==> src/design/blk3_pkg.sv <==
// shared types, constants and tables of the blake3 block compressor
package blk3_pkg;

    typedef logic [31:0] word_t;
    typedef word_t [15:0] state_t;
    typedef word_t [7:0]  cv_t;
    typedef logic [3:0]   idx_t;

    // one block as handed to the round core
    typedef struct packed {
        cv_t         cv;
        state_t      msg;
        logic [63:0] counter;
        logic [6:0]  len;
        logic [4:0]  flags;
    } blk3_job_t;

    // status of the round core
    typedef struct packed {
        logic idle;
        logic done;
    } blk3_core_status_t;

    typedef enum logic [1:0] {
        CORE_IDLE,
        CORE_RUN,
        CORE_DONE
    } blk3_core_state_t;

    localparam int LANE_COUNT = 4;

    localparam cv_t BLK3_IV = '{
        32'h5BE0CD19, 32'h1F83D9AB, 32'h9B05688C, 32'h510E527F,
        32'hA54FF53A, 32'h3C6EF372, 32'hBB67AE85, 32'h6A09E667
    };

    // message word permutation applied after each full round
    localparam idx_t BLK3_PERM [16] = '{
        4'd2, 4'd6, 4'd3, 4'd10, 4'd7, 4'd0, 4'd4, 4'd13,
        4'd1, 4'd11, 4'd12, 4'd5, 4'd9, 4'd14, 4'd15, 4'd8
    };

    // state word indexes a, b, c, d of each lane, column and diagonal layers
    localparam idx_t BLK3_COL_IDX [4][4] = '{
        '{4'd0, 4'd4, 4'd8,  4'd12},
        '{4'd1, 4'd5, 4'd9,  4'd13},
        '{4'd2, 4'd6, 4'd10, 4'd14},
        '{4'd3, 4'd7, 4'd11, 4'd15}
    };

    localparam idx_t BLK3_DIA_IDX [4][4] = '{
        '{4'd0, 4'd5, 4'd10, 4'd15},
        '{4'd1, 4'd6, 4'd11, 4'd12},
        '{4'd2, 4'd7, 4'd8,  4'd13},
        '{4'd3, 4'd4, 4'd9,  4'd14}
    };

endpackage

==> src/design/blk3_merge.sv <==
// merging stage: feed-forward xor of the final lane state and the chaining value
module blk3_merge
    import blk3_pkg::*;
(
    input  state_t v_i,
    input  cv_t    cv_i,
    output state_t out_o
);

    // low half folds in the high half, high half folds in the input chaining value
    always_comb begin
        for (int i = 0; i < 8; i++) begin
            out_o[i]     = v_i[i] ^ v_i[i + 8];
            out_o[i + 8] = v_i[i + 8] ^ cv_i[i];
        end
    end

endmodule

==> config.mk <==
export PLATFORM = sky130hd
export DESIGN_NAME = blk3_merge
export DESIGN_NICKNAME = d
export VERILOG_FILES = /design/src/design/blk3_pkg.sv /design/src/design/blk3_merge.sv
export SDC_FILE = /design/constraint.sdc
export NUM_CORES = 1
export LEC_CHECK = 0
export ABC_AREA = 1
export ABC_CLOCK_PERIOD_IN_PS = 800
export BUFFER_PORTS_ARGS = -buffer_cell sky130_fd_sc_hd__buf_4
export CORE_AREA = 5 5 497 499
export DETAILED_ROUTE_END_ITERATION = 16
export DIE_AREA = 0 0 502 504
export GPL_TIMING_DRIVEN = 0
export SETUP_SLACK_MARGIN = 0.02
export SYNTH_ARGS = -nofsm -noshare
export SYNTH_HDL_FRONTEND = slang
export SYNTH_SLANG_ARGS = --single-unit
export TNS_END_PERCENT = 1
==> constraint.sdc <==
create_clock -name vclk -period 0.8
set_clock_uncertainty 0.05 [all_clocks]
set_input_delay 0.12 -clock vclk [all_inputs]
set_output_delay 0.12 -clock vclk [all_outputs]
set_load 0.005 [all_outputs]
# Word-level counts from Yosys, hierarchy flattened
# Index checks and enable logic that the tools add are counted.
# Widths: inputs -> output; s select.
[word_totals] romBits=0 out_inout_bits=512 elab_cells=16 in_bits=768 register_bits=0 mem_count=0 latch_bits=0 ramBits=0
[classes] n_mul=0 n_lt_le_gt_ge=0 n_shift=0 addsub=0 div_mod_pow=0 muxes=0 bitwise=16 n_eq_ne=0 n_reduce_logical=0
[op_table] operator="$xor 32x32->32" n=16

# Logic depth before layout (Yosys ltp)
# Gate-level depths: netlist of the first run.
[depth] ltp_word=1 ltp_mapped=3 mapped_depth_nobuf=3

# Worst setup path after synthesis of the first run
# No wires, ideal clock.
[synth_timing] path_type="input to output" from="input v_i[256] in the netlist's numbering" to="output out_o[0] in the netlist's numbering" t_arrival_ns=0.272 required_ns=0.630 n_path_buf=0 path_stages=3 setup_slack_ns=0.358 path_cell_list="inv_1 nand2_1 nand2_1"
[synth_rtl] element="start: declaration" line="blk3_merge.sv:5" text="input state_t v_i,"
[synth_rtl] element="end: declaration" line="blk3_merge.sv:7" text="output state_t out_o"

==> results.ini, run 1 <==
[setup_path]
crit_buf_inv=3
crit_path_end_kind=output port
crit_fanout=3
worst_path_largest_cell_delay_ps=180
crit_arrival_ps=710
cp.depth=5
critPathMostFrequentCell=nand2_1
path_class=input port to output port
cp_data_required_time_ps=630
start_kind=input port
path_cells=buf_12 > clkinvlp_4 > nand2_1 > nand2_1 > buf_6
cp_top_family=buffers and inverters
slowest_stage=clkinvlp_4

[global_route]
overflow=0
grt_max_degree=4
grt_usage_pct=14.6
grt_pass1_wl_um=224000
antenna_found_initial=271
grt_pass1_vias=15500

[yosys]
synth_nets=3072
synth_top_area_share_pct=66.7
synth_area_leader_cell=nand2_1
seq_area_frac_synth_pct=0
syn_avg_cell_area_um2=3.75
synthTopCellsByArea=nand2_1 (67%), inv_1 (33%)
synth_cells=2304
yosysMostFrequentCell=nand2_1
synthTopCellsByCount=nand2_1 (1,536), inv_1 (768)
synthesis.area_um2=8650
ys_warn_count=0
synth.distinct_cells=2

[clock_network]
ctsHoldBuffers=0
postCtsSetupBuffers=0

[placement]
gp_congestion=1.05
io_buffer_count=1280
place_hpwl_um=192000
place_area_um2=22300
placed_cells=6786

[drt]
wl_per_cell_um=28.8
viasPerCell=2.73
drcViolationCount=0
drt_iter0_drc=1238
postRouteAntennaNets=0
routed_wl_um=197000
num_vias=18600
drtPass1Iterations=5

[timing]
hold_violations=0
max_freq_mhz=1140
finalCritPeriodShare_pct=110
tightest_slew_ps=176
setup_viol=4
fin_crit_ps=879
drv_slew=0
hold_ws_ps=465
max-slew-margin-rel_pct=88.3
rsz0062_at_grt=true
setup_ws_ps=-78.5

[final_layout]
fin_util_pct=9.72
design_area_um2=23500
syn2layout_area_growth_pct=172
fin_nets=4354
ff_latch_area_um2=0
drive_gt1_share_pct=41.6
flops_and_latches=0
final.clkbuf_count=0
stdcell_count=6832

[pwr]
irDropWorstVdd_mv=0.275
powerDensity_nw_per_um2=580
p_leak_uw=0.0149
p_total_uw=13700

[die]
core_um2=242000
die_w_um=502
ios=1280
start_util_pct=3.57
row_count=181
die_height_um=504
dieArea_um2=253000

[min_path]
holdPathStages=4
hold_path_class=input port to output port

[flow_run]
cap_violations=0

[status]
failed_checks=setup timing
status=complete, but fails checks

where the power goes:
group          internal [µW]  switching, µW  total (µW)
sequential                 0              0           0
clock                0.00791              0     0.00791
combinational           6650           7000       13700
total                   6650           7000       13700
layout by cell type (no fill, tap or decap):
cell type and instances:
inv_1 656, inv_4 12, inv_6 1, nand2_1 1438, buf_4 1101, diode_2 46, buf_8 18, nand2_2 93
nand2_4 5, clkinvlp_4 2, buf_6 150, inv_2 97, buf_12 11
kinds of logic after synthesis:
group                  synth area share (%)
buffers and inverters                  33.3
AND/OR/NAND/NOR                        66.7
repair_timing:
action | 4_1_cts | 5_1_grt
resized for setup | 187 | 261
setup endpoints to repair | 98 | 183
cloned | 0 | 0
pin swaps | 42 | 89
through the flow:
step,setup TNS [ps],setup slack [ps]
floorplan,0,358
global placement,-2370,-194
detailed placement,-2760,-190
CTS,-218,-74.7
global route,-389,-74.7
finish,-158,-78.5
path summary, 6_finish.rpt:
kind | from | endpoint | slack, ps
setup / recovery | v_i[292] | out_o[292] | -80
hold / removal | v_i[223] | out_o[223] | 460
layout make-up:
| type | count | area (µm²) |
|---|---|---|
| multi-input combinational | 1536 | 6040 |
| inverter | 768 | 2930 |
| timing repair buffer | 1280 | 10400 |
| fill | 28700 | 219000 |
| tap | 3202 | 4010 |
| antenna | 46 | 115 |
per-layer routing:
layer | vias to the layer above | global-route usage [%] | wire length [µm]
met2 | 1405 | 23.4 | 83900
met3 | 472 | 13.4 | 41700
met1 | 7776 | 14.2 | 63600
met4 | 186 | 2.54 | 6330
li1 | 8804 | - | -
met5 | - | 0 | 1270
(Power assumes the default switching activity.)
==> inputs of run 2 (changes only) <==
--- a/config.mk
+++ b/config.mk
@@ -12,7 +12,6 @@
 export DETAILED_ROUTE_END_ITERATION = 16
 export DIE_AREA = 0 0 502 504
 export GPL_TIMING_DRIVEN = 0
-export SETUP_SLACK_MARGIN = 0.02
 export SYNTH_ARGS = -nofsm -noshare
 export SYNTH_HDL_FRONTEND = slang
 export SYNTH_SLANG_ARGS = --single-unit
==> run 2 against run 1 <==
- the run still ends with setup timing left
- routed wire length about the same
- non-clock buffer count stayed put
- utilization down 0.16 points
- combinational power barely moved
- clock-buffer cell count unchanged
- highest routed layer unchanged
- power is 2.1% lower
==> results.ini, run 2 (same netlist as run 1, synthesis figures left out) <==
[status]
status=complete, but fails checks
failed_checks=setup timing

[setup_path]
start_kind=input port
crit_fanout=3  ; unchanged
path_class=input port to output port
path_cells=buf_12 > clkinvlp_4 > nand2_1 > nand2_1 > buf_6
crit_path_end_kind=output port
crit_arrival_ps=690  ; -20 ps
crit_buf_inv=3  ; unchanged
cp_top_family=buffers and inverters
critPathMostFrequentCell=nand2_1
worst_path_largest_cell_delay_ps=160  ; -20 ps
slowest_stage=clkinvlp_4
cp_data_required_time_ps=630  ; about the same

[timing]
hold_violations=0  ; unchanged
drv_slew=0  ; unchanged
tightest_slew_ps=150  ; -25.7 ps
finalCritPeriodShare_pct=107  ; -2.8 points
rsz0062_at_grt=true
setup_ws_ps=-56.4  ; +22.1 ps
hold_ws_ps=464  ; -0.413 ps
fin_crit_ps=856  ; -22.1 ps
setup_viol=4  ; unchanged
max_freq_mhz=1170  ; +2.6%
max-slew-margin-rel_pct=90.0  ; +1.7 points

[global_route]
grt_usage_pct=14.6  ; about the same
grt_pass1_vias=15500  ; -0.29%
grt_max_degree=4  ; unchanged
overflow=0  ; unchanged
antenna_found_initial=274  ; +1.1%
grt_pass1_wl_um=224000  ; about the same

[min_path]
hold_path_class=input port to output port

[drt]
postRouteAntennaNets=0  ; unchanged
routed_wl_um=197000  ; about the same
drtPass1Iterations=8  ; +3
viasPerCell=2.74  ; +0.23%
drt_iter0_drc=1394  ; +13%
num_vias=18700  ; +0.16%
wl_per_cell_um=28.8  ; about the same
drcViolationCount=0  ; unchanged

[die]
die_height_um=504  ; unchanged
die_w_um=502  ; unchanged
dieArea_um2=253000  ; unchanged
ios=1280  ; unchanged
start_util_pct=3.57  ; unchanged
row_count=181  ; unchanged
core_um2=242000  ; unchanged

[placement]
io_buffer_count=1280  ; unchanged
place_hpwl_um=192000  ; unchanged
gp_congestion=1.05  ; unchanged

[flow_run]
cap_violations=0  ; unchanged

[final_layout]
final_cell_mix=nand2_1 (1,480), buf_4 (1,148), inv_1 (714)
ff_latch_area_um2=0  ; unchanged
flops_and_latches=0  ; unchanged
num-fill-cells=28800  ; +0.12%
fin_util_pct=9.56  ; -0.16 points
layout_commonest_cell=nand2_1
fin_nets=4354  ; unchanged
syn2layout_area_growth_pct=168
final.clkbuf_count=0  ; unchanged
multi_input_area_um2=5920  ; -2.0%
drive_gt1_share_pct=38.8  ; -2.8 points

[pwr]
powerDensity_nw_per_um2=577  ; -0.50%
irDropWorstVdd_mv=0.259  ; -6.0%
p_leak_uw=0.0149  ; -0.16%

[clock_network]
postCtsSetupBuffers=0  ; unchanged
ctsHoldBuffers=0  ; unchanged

-- run 2: timing repair --
action / CTS / global route
gates resized for setup: 114 / 161
pin swaps: 14 / 42
setup endpoints to repair: 71 / 133
-- run 2: cell type report --
cell class	instances	area share [%]
timing repair buffer	1280	44.1
multi-input combinational	1536	25.6
tap	3202	17.3
inverter	768	12.5
antenna	41	0.443
-- run 2: worst paths after layout --
kind                 start         end  slack, ps  cells after the start
hold / removal    v_i[223]  out_o[223]        460                      4
setup / recovery  v_i[292]  out_o[292]        -60                      5
-- run 2: metal layers --
layer | share of wire, % | GRT usage, % | vias up | wire length (µm)
li1 | - | - | 8780 | -
met1 | 33 | 14.4 | 7815 | 65000
met2 | 43 | 23.5 | 1422 | 85000
met3 | 21 | 12.9 | 466 | 40400
met4 | 2.6 | 2.31 | 190 | 5150
met5 | 0.64 | 0 | - | 1250
-- run 2: metrics by stage --
stage / total power (µW) / worst slack (ps) / instance area, µm² / instances / TNS (ps)
finish: 13400 / -56.4 / 23100 / 6827 / -117
global route: 14700 / -74.7 / 23100 / 6801 / -484
CTS: 13400 / -74.7 / 22600 / 6786 / -218
detailed placement: 13000 / -190 / 22300 / 6786 / -2760
global placement: 12900 / -194 / 22300 / 6786 / -2370
floorplan: 3040 / 358 / 8650 / 2304 / 0
-- run 2: power by group --
part           internal, µW  switching (µW)
clock               0.00710               0
sequential                0               0
combinational          6460            6900
total                  6460            6900
